## src/rtl/vde_pkg.sv

```systemverilog
package vde_pkg;

    // Default widths of the sample and timestamp fields.
    localparam int DEFAULT_SAMPLE_BITS = 10;
    localparam int DEFAULT_TIME_BITS   = 32;

    // Vehicle sequence states.
    localparam logic [1:0] MODE_INIT  = 2'd0;
    localparam logic [1:0] MODE_START = 2'd1;
    localparam logic [1:0] MODE_BUZZ  = 2'd2;
    localparam logic [1:0] MODE_DRIVE = 2'd3;

    // Configuration register indexes.
    localparam int CFG_INDEX_W = 3;
    localparam int CFG_DATA_W  = 29;
    localparam logic [CFG_INDEX_W-1:0] CFG_BRAKE_PRESS  = 3'd0;
    localparam logic [CFG_INDEX_W-1:0] CFG_BRAKE_LAMP   = 3'd1;
    localparam logic [CFG_INDEX_W-1:0] CFG_MISMATCH_LIM = 3'd2;
    localparam logic [CFG_INDEX_W-1:0] CFG_MISMATCH_TMO = 3'd3;
    localparam logic [CFG_INDEX_W-1:0] CFG_BUZZ_DUR     = 3'd4;
    localparam logic [CFG_INDEX_W-1:0] CFG_REVERSE      = 3'd5;
    localparam logic [CFG_INDEX_W-1:0] CFG_READY_ID     = 3'd6;
    localparam logic [CFG_INDEX_W-1:0] CFG_READY_BYTE   = 3'd7;

    // Configuration reset values.
    localparam logic [9:0]  RST_BRAKE_PRESS  = 10'd600;
    localparam logic [9:0]  RST_BRAKE_LAMP   = 10'd102;
    localparam logic [9:0]  RST_MISMATCH_LIM = 10'd102;
    localparam logic [15:0] RST_MISMATCH_TMO = 16'd100;
    localparam logic [15:0] RST_BUZZ_DUR     = 16'd2000;
    localparam logic [28:0] RST_READY_ID     = 29'h186040F3;
    localparam logic [7:0]  RST_READY_BYTE   = 8'h50;

    // Fixed field widths.
    localparam int FRAME_ID_W  = 29;
    localparam int FRAME_LEN_W = 4;
    localparam int FRAME_BYTE_W = 8;
    localparam int TORQUE_W    = 16;
    localparam int DIFF_OUT_W  = 12;
    localparam logic [FRAME_LEN_W-1:0] READY_MIN_LEN = 4'd7;

    // Low pedal channel rescale ratio (5 V range over 3.3 V range).
    localparam longint SCALE_NUM = 1023;
    localparam longint SCALE_DEN = 675;

    // Torque is the high pedal sample times 32, clipped to the positive range.
    localparam int TORQUE_SHIFT = 5;
    localparam logic [TORQUE_W-1:0] TORQUE_MAX = 16'h7FFF;

    // Saturation limits of the reported difference.
    localparam int DIFF_OUT_MAX = 2047;
    localparam int DIFF_OUT_MIN = -2048;

    // Result tdata: state, brake light, drive lamp, buzzer, torque, fault, diff.
    localparam int OUT_BITS    = 2 + 1 + 1 + 1 + TORQUE_W + 1 + DIFF_OUT_W;
    localparam int OUT_TDATA_W = ((OUT_BITS + 7) / 8) * 8;

endpackage

```

## src/rtl/vehicle_drive_enable_fsm_unit.sv

```systemverilog
// A tick passes the input register, the rescale register and the result register.
// Throughput: one tick per cycle unless the master side stalls; a pedal rescale
// multiply stage feeds the sequence update stage, which updates its state per tick.
// Reset (i_rst_n low, synchronous) empties the pipeline, returns the sequence to init,
// clears the mismatch record and lamps, and loads the configuration defaults.
module vehicle_drive_enable_fsm_unit #(
    parameter int SAMPLE_BITS = vde_pkg::DEFAULT_SAMPLE_BITS,
    parameter int TIME_BITS   = vde_pkg::DEFAULT_TIME_BITS,
    parameter int IN_TDATA_W  = ((TIME_BITS + 3 * SAMPLE_BITS + 42 + 7) / 8) * 8
) (
    input  logic                               i_clk,
    input  logic                               i_rst_n,
    // Slave side. tdata from bit 0: now_ms, brake_sample, pedal_high_sample,
    // pedal_low_sample, start_pressed, frame_id, frame_length, frame_byte_six.
    input  logic                               i_s_tvalid,
    output logic                               o_s_tready,
    input  logic [IN_TDATA_W-1:0]              i_s_tdata,
    // tuser: frame_present.
    input  logic                               i_s_tuser,
    // Master side. tdata from bit 0: vehicle_state, brake_light, drive_lamp,
    // buzzer_on, torque_cmd, fault_reported, diff_reported.
    output logic                               o_m_tvalid,
    input  logic                               i_m_tready,
    output logic [vde_pkg::OUT_TDATA_W-1:0]    o_m_tdata,
    // tuser: torque_sent.
    output logic                               o_m_tuser,
    // Configuration write channel.
    input  logic                               i_cfg_valid,
    output logic                               o_cfg_ready,
    input  logic [vde_pkg::CFG_INDEX_W-1:0]    i_cfg_index,
    input  logic [vde_pkg::CFG_DATA_W-1:0]     i_cfg_data
);
    import vde_pkg::*;

    // Input field offsets inside tdata.
    localparam int OFS_NOW   = 0;
    localparam int OFS_BRAKE = OFS_NOW + TIME_BITS;
    localparam int OFS_HIGH  = OFS_BRAKE + SAMPLE_BITS;
    localparam int OFS_LOW   = OFS_HIGH + SAMPLE_BITS;
    localparam int OFS_START = OFS_LOW + SAMPLE_BITS;
    localparam int OFS_FID   = OFS_START + 1;
    localparam int OFS_FLEN  = OFS_FID + FRAME_ID_W;
    localparam int OFS_FBYTE = OFS_FLEN + FRAME_LEN_W;

    // Threshold registers are 10 bits wide; samples are compared against them
    // at the wider of the two widths so that neither side is cut.
    localparam int LEVEL_W = 10;
    localparam int CMP_W   = (SAMPLE_BITS > LEVEL_W) ? SAMPLE_BITS : LEVEL_W;

    // Rescale: floor(low * 1023 / 675) as one multiply by a rounded-up reciprocal.
    // With REC_SH = SAMPLE_BITS + 10 the rounding error stays below 1/675 per
    // sample, so the quotient is exact over the whole sample range.
    localparam int     REC_SH = SAMPLE_BITS + 10;
    localparam longint REC_M_FULL = ((SCALE_NUM << REC_SH) + SCALE_DEN - 1) / SCALE_DEN;
    localparam int     REC_MW = REC_SH + 2;
    localparam logic [REC_MW-1:0] REC_M = REC_MW'(REC_M_FULL);
    localparam int     PROD_W = SAMPLE_BITS + REC_MW;
    localparam int     SCALED_W = SAMPLE_BITS + 1;
    localparam int     DIFF_W = CMP_W + 2;
    localparam int     TQ_W = SAMPLE_BITS + TORQUE_SHIFT;

    localparam logic signed [DIFF_W-1:0] DIFF_HI = DIFF_W'(DIFF_OUT_MAX);
    localparam logic signed [DIFF_W-1:0] DIFF_LO = DIFF_W'(DIFF_OUT_MIN);

    // Configuration registers.
    logic [9:0]            r_brake_press_level;
    logic [9:0]            r_brake_lamp_level;
    logic [9:0]            r_pedal_mismatch_limit;
    logic [15:0]           r_mismatch_timeout_ms;
    logic [15:0]           r_buzz_duration_ms;
    logic                  r_reverse_torque;
    logic [FRAME_ID_W-1:0] r_ready_frame_id;
    logic [7:0]            r_ready_byte_value;

    assign o_cfg_ready = 1'b1;

    // Register writes on each configuration transfer; unknown indexes are dropped.
    always_ff @(posedge i_clk) begin
        if (!i_rst_n) begin
            r_brake_press_level    <= RST_BRAKE_PRESS;
            r_brake_lamp_level     <= RST_BRAKE_LAMP;
            r_pedal_mismatch_limit <= RST_MISMATCH_LIM;
            r_mismatch_timeout_ms  <= RST_MISMATCH_TMO;
            r_buzz_duration_ms     <= RST_BUZZ_DUR;
            r_reverse_torque       <= 1'b0;
            r_ready_frame_id       <= RST_READY_ID;
            r_ready_byte_value     <= RST_READY_BYTE;
        end else if (i_cfg_valid && o_cfg_ready) begin
            case (i_cfg_index)
                CFG_BRAKE_PRESS:  r_brake_press_level    <= i_cfg_data[9:0];
                CFG_BRAKE_LAMP:   r_brake_lamp_level     <= i_cfg_data[9:0];
                CFG_MISMATCH_LIM: r_pedal_mismatch_limit <= i_cfg_data[9:0];
                CFG_MISMATCH_TMO: r_mismatch_timeout_ms  <= i_cfg_data[15:0];
                CFG_BUZZ_DUR:     r_buzz_duration_ms     <= i_cfg_data[15:0];
                CFG_REVERSE:      r_reverse_torque       <= i_cfg_data[0];
                CFG_READY_ID:     r_ready_frame_id       <= i_cfg_data[FRAME_ID_W-1:0];
                CFG_READY_BYTE:   r_ready_byte_value     <= i_cfg_data[7:0];
                default: ;
            endcase
        end
    end

    // Pipeline handshake: each stage loads when it is empty or the next one moves.
    logic r_s0_valid;
    logic r_s1_valid;
    logic r_out_valid;
    logic out_ready;
    logic s1_ready;
    logic s0_ready;

    assign out_ready  = !r_out_valid || i_m_tready;
    assign s1_ready   = !r_s1_valid || out_ready;
    assign s0_ready   = !r_s0_valid || s1_ready;
    assign o_s_tready = s0_ready;

    // Stage 0: input register.
    logic [TIME_BITS-1:0]    r_s0_now;
    logic [SAMPLE_BITS-1:0]  r_s0_brake;
    logic [SAMPLE_BITS-1:0]  r_s0_high;
    logic [SAMPLE_BITS-1:0]  r_s0_low;
    logic                    r_s0_start;
    logic                    r_s0_present;
    logic [FRAME_ID_W-1:0]   r_s0_fid;
    logic [FRAME_LEN_W-1:0]  r_s0_flen;
    logic [FRAME_BYTE_W-1:0] r_s0_fbyte;

    always_ff @(posedge i_clk) begin
        if (!i_rst_n) begin
            r_s0_valid <= 1'b0;
        end else if (s0_ready) begin
            r_s0_valid <= i_s_tvalid;
        end
    end

    always_ff @(posedge i_clk) begin
        if (s0_ready && i_s_tvalid) begin
            r_s0_now     <= i_s_tdata[OFS_NOW +: TIME_BITS];
            r_s0_brake   <= i_s_tdata[OFS_BRAKE +: SAMPLE_BITS];
            r_s0_high    <= i_s_tdata[OFS_HIGH +: SAMPLE_BITS];
            r_s0_low     <= i_s_tdata[OFS_LOW +: SAMPLE_BITS];
            r_s0_start   <= i_s_tdata[OFS_START];
            r_s0_present <= i_s_tuser;
            r_s0_fid     <= i_s_tdata[OFS_FID +: FRAME_ID_W];
            r_s0_flen    <= i_s_tdata[OFS_FLEN +: FRAME_LEN_W];
            r_s0_fbyte   <= i_s_tdata[OFS_FBYTE +: FRAME_BYTE_W];
        end
    end

    // Rescale multiply of the low pedal channel.
    logic [PROD_W-1:0]   scale_prod;
    logic [SCALED_W-1:0] scale_q;

    assign scale_prod = PROD_W'(r_s0_low) * PROD_W'(REC_M);
    assign scale_q    = SCALED_W'(scale_prod >> REC_SH);

    // Stage 1: rescaled sample and the fields carried along.
    logic [TIME_BITS-1:0]    r_s1_now;
    logic [SAMPLE_BITS-1:0]  r_s1_brake;
    logic [SAMPLE_BITS-1:0]  r_s1_high;
    logic [SCALED_W-1:0]     r_s1_scaled;
    logic                    r_s1_start;
    logic                    r_s1_present;
    logic [FRAME_ID_W-1:0]   r_s1_fid;
    logic [FRAME_LEN_W-1:0]  r_s1_flen;
    logic [FRAME_BYTE_W-1:0] r_s1_fbyte;

    always_ff @(posedge i_clk) begin
        if (!i_rst_n) begin
            r_s1_valid <= 1'b0;
        end else if (s1_ready) begin
            r_s1_valid <= r_s0_valid;
        end
    end

    always_ff @(posedge i_clk) begin
        if (s1_ready && r_s0_valid) begin
            r_s1_now     <= r_s0_now;
            r_s1_brake   <= r_s0_brake;
            r_s1_high    <= r_s0_high;
            r_s1_scaled  <= scale_q;
            r_s1_start   <= r_s0_start;
            r_s1_present <= r_s0_present;
            r_s1_fid     <= r_s0_fid;
            r_s1_flen    <= r_s0_flen;
            r_s1_fbyte   <= r_s0_fbyte;
        end
    end

    // Sequence state.
    logic [1:0]                   r_mode;
    logic [TIME_BITS-1:0]         r_mode_entry_time;
    logic                         r_mismatch_flag;
    logic [TIME_BITS-1:0]         r_mismatch_start_time;
    logic signed [DIFF_OUT_W-1:0] r_last_difference;
    logic                         r_drive_lamp_level;
    logic                         r_buzzer_level;

    logic [1:0]                   n_mode;
    logic [TIME_BITS-1:0]         n_mode_entry_time;
    logic                         n_mismatch_flag;
    logic [TIME_BITS-1:0]         n_mismatch_start_time;
    logic signed [DIFF_OUT_W-1:0] n_last_difference;
    logic                         n_drive_lamp_level;
    logic                         n_buzzer_level;

    // Per-tick decodes.
    logic                         fire;
    logic                         brake_pressed;
    logic                         brake_light;
    logic                         frame_ready;
    logic [TIME_BITS-1:0]         mode_elapsed;
    logic [TIME_BITS-1:0]         mismatch_elapsed;
    logic signed [DIFF_W-1:0]     diff;
    logic signed [DIFF_W-1:0]     lim_pos;
    logic signed [DIFF_W-1:0]     lim_neg;
    logic                         implausible;
    logic signed [DIFF_OUT_W-1:0] diff_sat;
    logic [TQ_W-1:0]              torque_raw;
    logic [TORQUE_W-1:0]          torque_mag;
    logic [TORQUE_W-1:0]          torque_val;
    logic                         sent;
    logic [TORQUE_W-1:0]          cmd;

    assign fire          = r_s1_valid && out_ready;
    assign brake_pressed = CMP_W'(r_s1_brake) >= CMP_W'(r_brake_press_level);
    assign brake_light   = CMP_W'(r_s1_brake) >= CMP_W'(r_brake_lamp_level);
    assign frame_ready   = r_s1_present && (r_s1_fid == r_ready_frame_id)
                           && (r_s1_flen >= READY_MIN_LEN)
                           && (r_s1_fbyte == r_ready_byte_value);
    assign mode_elapsed     = r_s1_now - r_mode_entry_time;
    assign mismatch_elapsed = r_s1_now - r_mismatch_start_time;

    // Pedal plausibility: exact difference against the symmetric limit.
    assign diff    = $signed(DIFF_W'(r_s1_high)) - $signed(DIFF_W'(r_s1_scaled));
    assign lim_pos = $signed(DIFF_W'(r_pedal_mismatch_limit));
    assign lim_neg = -lim_pos;
    assign implausible = (diff > lim_pos) || (diff < lim_neg);

    always_comb begin
        if (diff > DIFF_HI) begin
            diff_sat = DIFF_OUT_W'(DIFF_HI);
        end else if (diff < DIFF_LO) begin
            diff_sat = DIFF_OUT_W'(DIFF_LO);
        end else begin
            diff_sat = DIFF_OUT_W'(diff);
        end
    end

    // Torque command from the high pedal sample.
    assign torque_raw = TQ_W'(r_s1_high) << TORQUE_SHIFT;
    assign torque_mag = (torque_raw > TQ_W'(TORQUE_MAX)) ? TORQUE_MAX
                                                         : TORQUE_W'(torque_raw);
    assign torque_val = r_reverse_torque ? (~torque_mag + 1'b1) : torque_mag;

    // Sequence step.
    always_comb begin
        n_mode                = r_mode;
        n_mode_entry_time     = r_mode_entry_time;
        n_mismatch_flag       = r_mismatch_flag;
        n_mismatch_start_time = r_mismatch_start_time;
        n_last_difference     = r_last_difference;
        n_drive_lamp_level    = r_drive_lamp_level;
        n_buzzer_level        = r_buzzer_level;
        sent                  = 1'b1;
        cmd                   = '0;
        case (r_mode)
            MODE_INIT: begin
                n_drive_lamp_level = 1'b0;
                n_buzzer_level     = 1'b0;
                if (r_s1_start && brake_pressed) begin
                    n_mode            = MODE_START;
                    n_mode_entry_time = r_s1_now;
                end
            end
            MODE_START: begin
                if (!r_s1_start || !brake_pressed) begin
                    n_mode            = MODE_INIT;
                    n_mode_entry_time = r_s1_now;
                end else if (frame_ready) begin
                    n_mode            = MODE_BUZZ;
                    n_mode_entry_time = r_s1_now;
                end
            end
            MODE_BUZZ: begin
                n_buzzer_level = 1'b1;
                if (mode_elapsed >= TIME_BITS'(r_buzz_duration_ms)) begin
                    n_buzzer_level     = 1'b0;
                    n_mode             = MODE_DRIVE;
                    n_mode_entry_time  = r_s1_now;
                    n_drive_lamp_level = 1'b1;
                end
            end
            MODE_DRIVE: begin
                n_drive_lamp_level = 1'b1;
                n_last_difference  = diff_sat;
                if (implausible) begin
                    if (!r_mismatch_flag) begin
                        // First disagreeing tick: start the timer, hold the command.
                        n_mismatch_flag       = 1'b1;
                        n_mismatch_start_time = r_s1_now;
                        sent                  = 1'b0;
                    end else if (mismatch_elapsed >= TIME_BITS'(r_mismatch_timeout_ms)) begin
                        // Disagreement outlasted the timeout: zero torque, back to init.
                        n_drive_lamp_level = 1'b0;
                        n_mode             = MODE_INIT;
                        n_mode_entry_time  = r_s1_now;
                    end else begin
                        cmd = torque_val;
                    end
                end else begin
                    n_mismatch_flag = 1'b0;
                    cmd             = torque_val;
                end
            end
            default: ;
        endcase
    end

    always_ff @(posedge i_clk) begin
        if (!i_rst_n) begin
            r_mode                <= MODE_INIT;
            r_mode_entry_time     <= '0;
            r_mismatch_flag       <= 1'b0;
            r_mismatch_start_time <= '0;
            r_last_difference     <= '0;
            r_drive_lamp_level    <= 1'b0;
            r_buzzer_level        <= 1'b0;
        end else if (fire) begin
            r_mode                <= n_mode;
            r_mode_entry_time     <= n_mode_entry_time;
            r_mismatch_flag       <= n_mismatch_flag;
            r_mismatch_start_time <= n_mismatch_start_time;
            r_last_difference     <= n_last_difference;
            r_drive_lamp_level    <= n_drive_lamp_level;
            r_buzzer_level        <= n_buzzer_level;
        end
    end

    // Result register.
    logic [1:0]            r_out_state;
    logic                  r_out_brake_light;
    logic                  r_out_drive_lamp;
    logic                  r_out_buzzer;
    logic                  r_out_sent;
    logic [TORQUE_W-1:0]   r_out_cmd;
    logic                  r_out_fault;
    logic [DIFF_OUT_W-1:0] r_out_diff;

    always_ff @(posedge i_clk) begin
        if (!i_rst_n) begin
            r_out_valid <= 1'b0;
        end else if (out_ready) begin
            r_out_valid <= r_s1_valid;
        end
    end

    always_ff @(posedge i_clk) begin
        if (fire) begin
            r_out_state       <= r_mode;
            r_out_brake_light <= brake_light;
            r_out_drive_lamp  <= n_drive_lamp_level;
            r_out_buzzer      <= n_buzzer_level;
            r_out_sent        <= sent;
            r_out_cmd         <= cmd;
            r_out_fault       <= r_mismatch_flag;
            r_out_diff        <= r_mismatch_flag ? r_last_difference : '0;
        end
    end

    assign o_m_tvalid = r_out_valid;
    assign o_m_tuser  = r_out_sent;
    assign o_m_tdata  = OUT_TDATA_W'({r_out_diff, r_out_fault, r_out_cmd, r_out_buzzer,
                                      r_out_drive_lamp, r_out_brake_light, r_out_state});

    // A nonzero torque command only leaves the block for a tick taken in drive.
    a_torque_in_drive: assert property (@(posedge i_clk) disable iff (!i_rst_n)
        (r_out_valid && (r_out_cmd != '0)) |-> (r_out_state == MODE_DRIVE))
        else $error("torque command outside drive");

    // The sequence never skips from init straight to buzzer or drive.
    a_init_step: assert property (@(posedge i_clk) disable iff (!i_rst_n)
        (r_mode == MODE_INIT) |=> ((r_mode == MODE_INIT) || (r_mode == MODE_START)))
        else $error("illegal transition out of init");

    // Buzzer and drive lamp are never reported on together.
    a_lamp_buzzer: assert property (@(posedge i_clk) disable iff (!i_rst_n)
        r_out_valid |-> !(r_out_buzzer && r_out_drive_lamp))
        else $error("buzzer and drive lamp both on");

    // A reported difference always comes with the fault flag.
    a_diff_fault: assert property (@(posedge i_clk) disable iff (!i_rst_n)
        (r_out_valid && (r_out_diff != '0)) |-> r_out_fault)
        else $error("difference reported without fault");

endmodule

```

## config.mk

```make
export PLATFORM = sky130hd
export DESIGN_NAME = vehicle_drive_enable_fsm_unit
export DESIGN_NICKNAME = d
export VERILOG_FILES = /design/src/rtl/vde_pkg.sv /design/src/rtl/vehicle_drive_enable_fsm_unit.sv
export SDC_FILE = /design/constraint.sdc
export NUM_CORES = 1
export LEC_CHECK = 0
export BUFFER_PORTS_ARGS = -buffer_cell sky130_fd_sc_hd__buf_2
export CAP_MARGIN = 40
export CORE_MARGIN = 2
export CORE_UTILIZATION = 45
export DETAILED_ROUTE_END_ITERATION = 10
export MAX_ROUTING_LAYER = met4
export PLACE_DENSITY_LB_ADDON = 0.08
export REMOVE_ABC_BUFFERS = 1
export SETUP_SLACK_MARGIN = 0.5
export SLEW_MARGIN = 20
export SYNTH_ARGS = -nofsm -noshare
export SYNTH_HDL_FRONTEND = slang
export SYNTH_SLANG_ARGS = --single-unit
```

## constraint.sdc

```tcl
create_clock -name i_clk -period 25.5 [get_ports i_clk]
set_input_delay 2.55 -clock i_clk [delete_from_list [all_inputs] [get_ports i_clk]]
set_output_delay 2.55 -clock i_clk [all_outputs]
set_load 0.03 [all_outputs]
```

Yosys cells after proc, flatten, opt, wreduce, memory -nomap -nowiden
Index checks and enable logic that the tools add are counted.
- bits in registers: 430
- bits of input ports: 142
- output and inout bits: 44
- word-level logic and storage cells: 143
- $add $sub $neg: 5
- $mul: 1
- $lt $le $gt $ge: 10
- equality and inequality tests: 18
- muxes and demuxes: 32
- bitwise gates (word level): 2
- reduce and logical (&&, ||, !) cells: 31
- operator list (kind ; count):
    $mux 32 ; 7
    $pmux 32 s4 ; 1
    $ge 32x16->1 ; 2
    $mux 16 ; 4
    $sub 32x32->32 ; 2
    $eq 29x29->1 ; 1
    $mul 10x18->28 const B ; 1
    $mux 12 ; 2
    $ge 10x10->1 ; 2
    $reduce_and 2->1 ; 10
    $add 16x1->16 const B ; 1
    $not 15->16 ; 1
    $gt 15x15->1 const B ; 1
    $mux 15 ; 1
    $mux 2 ; 7
    $eq 3x3->1 const B ; 4
    $gt 12x11->1 ; 1
    $gt 12x12->1 const B ; 1
    $lt 12x12->1 ; 1
    $lt 12x12->1 const B ; 1
    $neg 10->12 ; 1
    $sub 10x11->12 ; 1
    $ne 2x2->1 const B ; 5
    $eq 8x8->1 ; 1
    18 further kinds ; 40

Logic depth before layout (Yosys ltp)
- depth in word-level cells: 8
- mapped depth: 25
- mapped depth without buffers: 23

Worst setup path before layout
No wires, ideal clock.
- kind: input port to flip-flop
- start: input i_m_tready
- end: register r_s1_brake[0] (enable)
- arrival: 10311 ps
- setup slack: 14456 ps
- cell stages on the path: 2
- cells stage by stage: nor2b_1 > a21boi_0
- cells in the longest elaborated chain, start to end: 3
- RTL lines (element ; line ; RTL):
    start, declared ; vehicle_drive_enable_fsm_unit.sv:23 ; input logic i_m_tready,
    $logic_or 1x1->1 ; vehicle_drive_enable_fsm_unit.sv:111 ; assign out_ready = !r_out_valid || i_m_tready;
    $logic_or 1x1->1 ; vehicle_drive_enable_fsm_unit.sv:112 ; assign s1_ready = !r_s1_valid || out_ready;
    $logic_and 1x1->1 ; vehicle_drive_enable_fsm_unit.sv:176 ; if (s1_ready && r_s0_valid) begin
    end signal, assigned ; vehicle_drive_enable_fsm_unit.sv:178 ; r_s1_brake <= r_s0_brake;
    end, declared ; vehicle_drive_enable_fsm_unit.sv:158 ; logic [SAMPLE_BITS-1:0] r_s1_brake;
No other way between the ends.
A chain may end at the register's enable or synchronous reset.

Final worst setup path
- start: register r_s0_low[7]
- end: register r_s1_scaled[9], data pin
- cells in the longest elaborated chain, start to end: 1
- RTL lines (element ; line ; RTL):
    start, declared ; vehicle_drive_enable_fsm_unit.sv:120 ; logic [SAMPLE_BITS-1:0] r_s0_low;
    start signal, assigned ; vehicle_drive_enable_fsm_unit.sv:140 ; r_s0_low <= i_s_tdata[OFS_LOW +: SAMPLE_BITS];
    $mul 10x18->28 ; vehicle_drive_enable_fsm_unit.sv:153 ; assign scale_prod = PROD_W'(r_s0_low) * PROD_W'(REC_M);
    via scale_prod[29] ; vehicle_drive_enable_fsm_unit.sv:150 ; logic [PROD_W-1:0] scale_prod;
    end signal, assigned ; vehicle_drive_enable_fsm_unit.sv:180 ; r_s1_scaled <= scale_q;
    end, declared ; vehicle_drive_enable_fsm_unit.sv:160 ; logic [SCALED_W-1:0] r_s1_scaled;
The timed path passes the listed nets, and every way through them passes these cells.

==> metrics.md <==
| Metric | Value |
|---|---|
| Post-CTS sizing | `0` |
| RePlAce Congestion | `0.890` |
| Die Ht | `236 um` |
| Post-CTS Setup Bufs | `0` |
| Pre-CTS setup slack | `19.32 ns` |
| Leakage | `10.9 nW` |
| Worst EP required | `25.84 ns` |
| Setup TNS | `0 ns` |
| Starting Density | `45.2%` |
| Final setup margin | `19.29 ns` |
| Maximum fanout along the worst path | `7` |
| Final Hold Vio Count | `0` |
| Clock root buffer | `clkbuf_16` |
| First-pass GRT wire length | `94,400 um` |
| Die width | `236 um` |
| Initial antenna violation count | `7` |
| Worst hold path class | `flip-flop to flip-flop` |
| Antenna-violating nets left | `0` |
| Num rows | `85` |
| Power consumption | `0.00219 W` |
| Cell area after placement | `0.0258 sq mm` |
| Kind of end point of the critical path | `flip-flop` |
| H-tree levels | `2` |
| Most frequent cells in the layout | `nand2_1 (345), inv_1 (257), edfxtp_1 (241), ha_1 (224), dfxtp_1 (184)` |
| DRC viols | `0` |
| Share of cells above drive strength 1 | `11.2%` |
| Worst Path Class, Setup | `flip-flop to flip-flop` |
| Async SR Flop Fraction | `0%` |
| Clock Path Buffers | `3` |
| Net count, final | `3,015` |
| Setup crit start kind | `flip-flop` |
| Core box area | `0.0535 sq mm` |
| Unique masters post-synth | `82` |
| DRT Wirelength | `58,900 um` |
| Most common cell after layout, fill and taps aside | `nand2_1` |
| Total GRT Usage | `22.0%` |
| Mapped Area | `0.0242 sq mm` |
| Worst slew margin | `41.2%` |
| Post-DP HPWL | `45,400 um` |
| DRT iter0 DRCs | `1,071` |
| Seq cells post-synth | `425` |
| Non-Filler Instances | `3,336` |
| Die footprint | `0.0557 sq mm` |
| Fin area | `0.0275 sq mm` |
| Setup Viol. Count Final | `0` |
| Worst Skew | `0.0437 ns` |
| Post-synth EDFFs | `241` |
| Worst vdd ir | `0.0620 mV` |
| Outcome | `finished, final reports clean` |
| Worst-Margin Slew | `0.871 ns` |
| Routed WL per cell | `17.7 um` |
| Synth Instances | `2,426` |
| RSZ-0062 raised after global routing | `no` |
| Sequential-to-total area share from yosys stat | `45.1%` |
| CTS Buf Count | `49` |
| Pin count of the biggest net entering global routing | `65` |
| Cell Pwr Density | `79.5 mW/mm^2` |
| Fmax | `0.161 GHz` |
| Mapped Avg Cell Area | `9.98 sq um` |
| Hold_buf cts | `0` |
| Final period util | `24.4%` |
| IO Pins | `186` |
| Number of port buffers | `173` |
| Area delta synth->final | `13.6%` |
| Clk pin slew, worst setup/hold paths | `0.07 ns` |
| Number of warnings issued by yosys | `0` |
| DR pass1 iterations | `5` |
| Grt ovf | `0` |
| Via/cell ratio | `5.23` |
| Maxcap violations | `0` |
| Worst R2R Setup Slack | `19.29 ns` |
| Vias in the first global route | `17,300` |
| Placed cells | `3,236` |
| Vias | `17,500` |
| Final min period | `6.21 ns` |
| # clock sinks | `425` |
| Worst Path Arrival | `6.55 ns` |
| Clk Latency, worst-skew pair | `0.61 ns` |
| Pins Over Slew Limit | `0` |
| CTS tree | `built` |
| Synth Flop Type | `edfxtp_1` |
==> layer usage <==
layer,wire length (um),up-vias,global-route usage [%]
met3,3090,65,4.28
met1,28700,8259,30.3
met2,26000,348,33.4
li1,-,8786,-
met4,1130,0,5.13
met5,0,-,-
==> kinds of logic after synthesis <==
logic type                 after synthesis  synth area share, %
AOI/OAI and AO/OA                      448                 11.8
xor gates and xnor gates               108                 3.91
DFF                                    425                 45.1
muxes                                   74                 3.07
other                                    2               0.0310
adders and majority gates              280                 16.2
buffers and inverters                  347                 5.89
and+or+nand+nor                        742                 14.0
==> final timing paths <==
check | depth (start not counted) | startpoint | end
worst min register to register | 0 | r_s0_fid[23] | r_s1_fid[23]
worst min-delay path | 0 | r_s0_fid[23] | r_s1_fid[23]
worst max-delay path | 19 | r_s0_low[7] | r_s1_scaled[9]
worst max register to register | 19 | r_s0_low[7] | r_s1_scaled[9]
==> sequential cells by signal, indices dropped and copies added, names as in the netlist, 11 cells and up, named ones only <==
register and cells:
r_ready_frame_id 29, r_last_difference 12, r_mismatch_timeout_ms 16, r_mismatch_start_time 32, r_s0_fid 29, r_buzz_duration_ms 16, r_s0_now 32, r_mode_entry_time 32
r_s1_now 32, r_out_diff 12, r_s1_fid 29, r_out_cmd 11, r_s1_scaled 11
==> area by class of cell <==
| class | instances | area [sq um] |
|---|---|---|
| Inverter | 258 | 971 |
| Multi-Input combinational cell | 1664 | 11900 |
| Clock buffer | 62 | 1290 |
| Timing Repair Buffer | 195 | 1100 |
| Fill cell | 4958 | 26000 |
| Clock inverter | 30 | 379 |
| Tap cell | 696 | 871 |
| Sequential cell | 425 | 10900 |
| Antenna cell | 6 | 15.0 |
==> critical path, cell delays in order (launching register included) <==
cell	delay [ns]
edfxtp_1	0.54
fa_1	0.71
inv_1	0.15
fa_1	0.50
inv_1	0.06
fa_1	0.50
fa_1	0.55
inv_1	0.06
fa_1	0.51
inv_1	0.05
ha_1	0.30
a21oi_1	0.19
a211oi_1	0.14
o311ai_0	0.49
and3_1	0.25
nor2b_1	0.20
o21bai_1	0.11
a21oi_1	0.34
o21bai_1	0.14
xor2_1	0.16
==> power by group <==
part | switching [W] | leakage [nW] | internal, W
logic | 0.000384 | 6.36 | 0.000293
registers | 0.0000194 | 3.78 | 0.000773
clock network | 0.000291 | 0.807 | 0.000426
==> stage by stage <==
stage	util [%]	hold slack [ns]
2_1_floorplan	-	0.400
3_3_place_gp	48.0	0.401
3_5_place_dp	48.2	0.405
4_1_cts	51.3	0.414
5_1_grt	51.4	0.419
6_report	51.4	0.411
==> synth_stat cells, drive strengths merged, types with 7 or more instances <==
library cell	count	area, sq um
nand4	36	225
a211o	8	70.1
edfxtp	241	7240
inv	258	968
mux2i	73	731
a21oi	157	786
buf	26	221
nor3	29	145
xnor2	71	622
or3	7	43.8
dfxtp	184	3680
nor2b	25	156
o21ai	74	370
a21o	38	285
or4	11	86.3
o21bai	8	60.1
xor2	37	324
and2	24	153
o211ai	38	285
nor2	150	563
a211oi	19	143
ha	224	2800
nand2	345	1290
a31oi	12	75.1
nor4	15	93.8
nand3	46	230
nand2b	14	87.6
and3	14	87.6
fa	56	1120
o21a	29	218
clkbuf	63	236
o31ai	11	82.6
(Power assumes the default switching activity.)
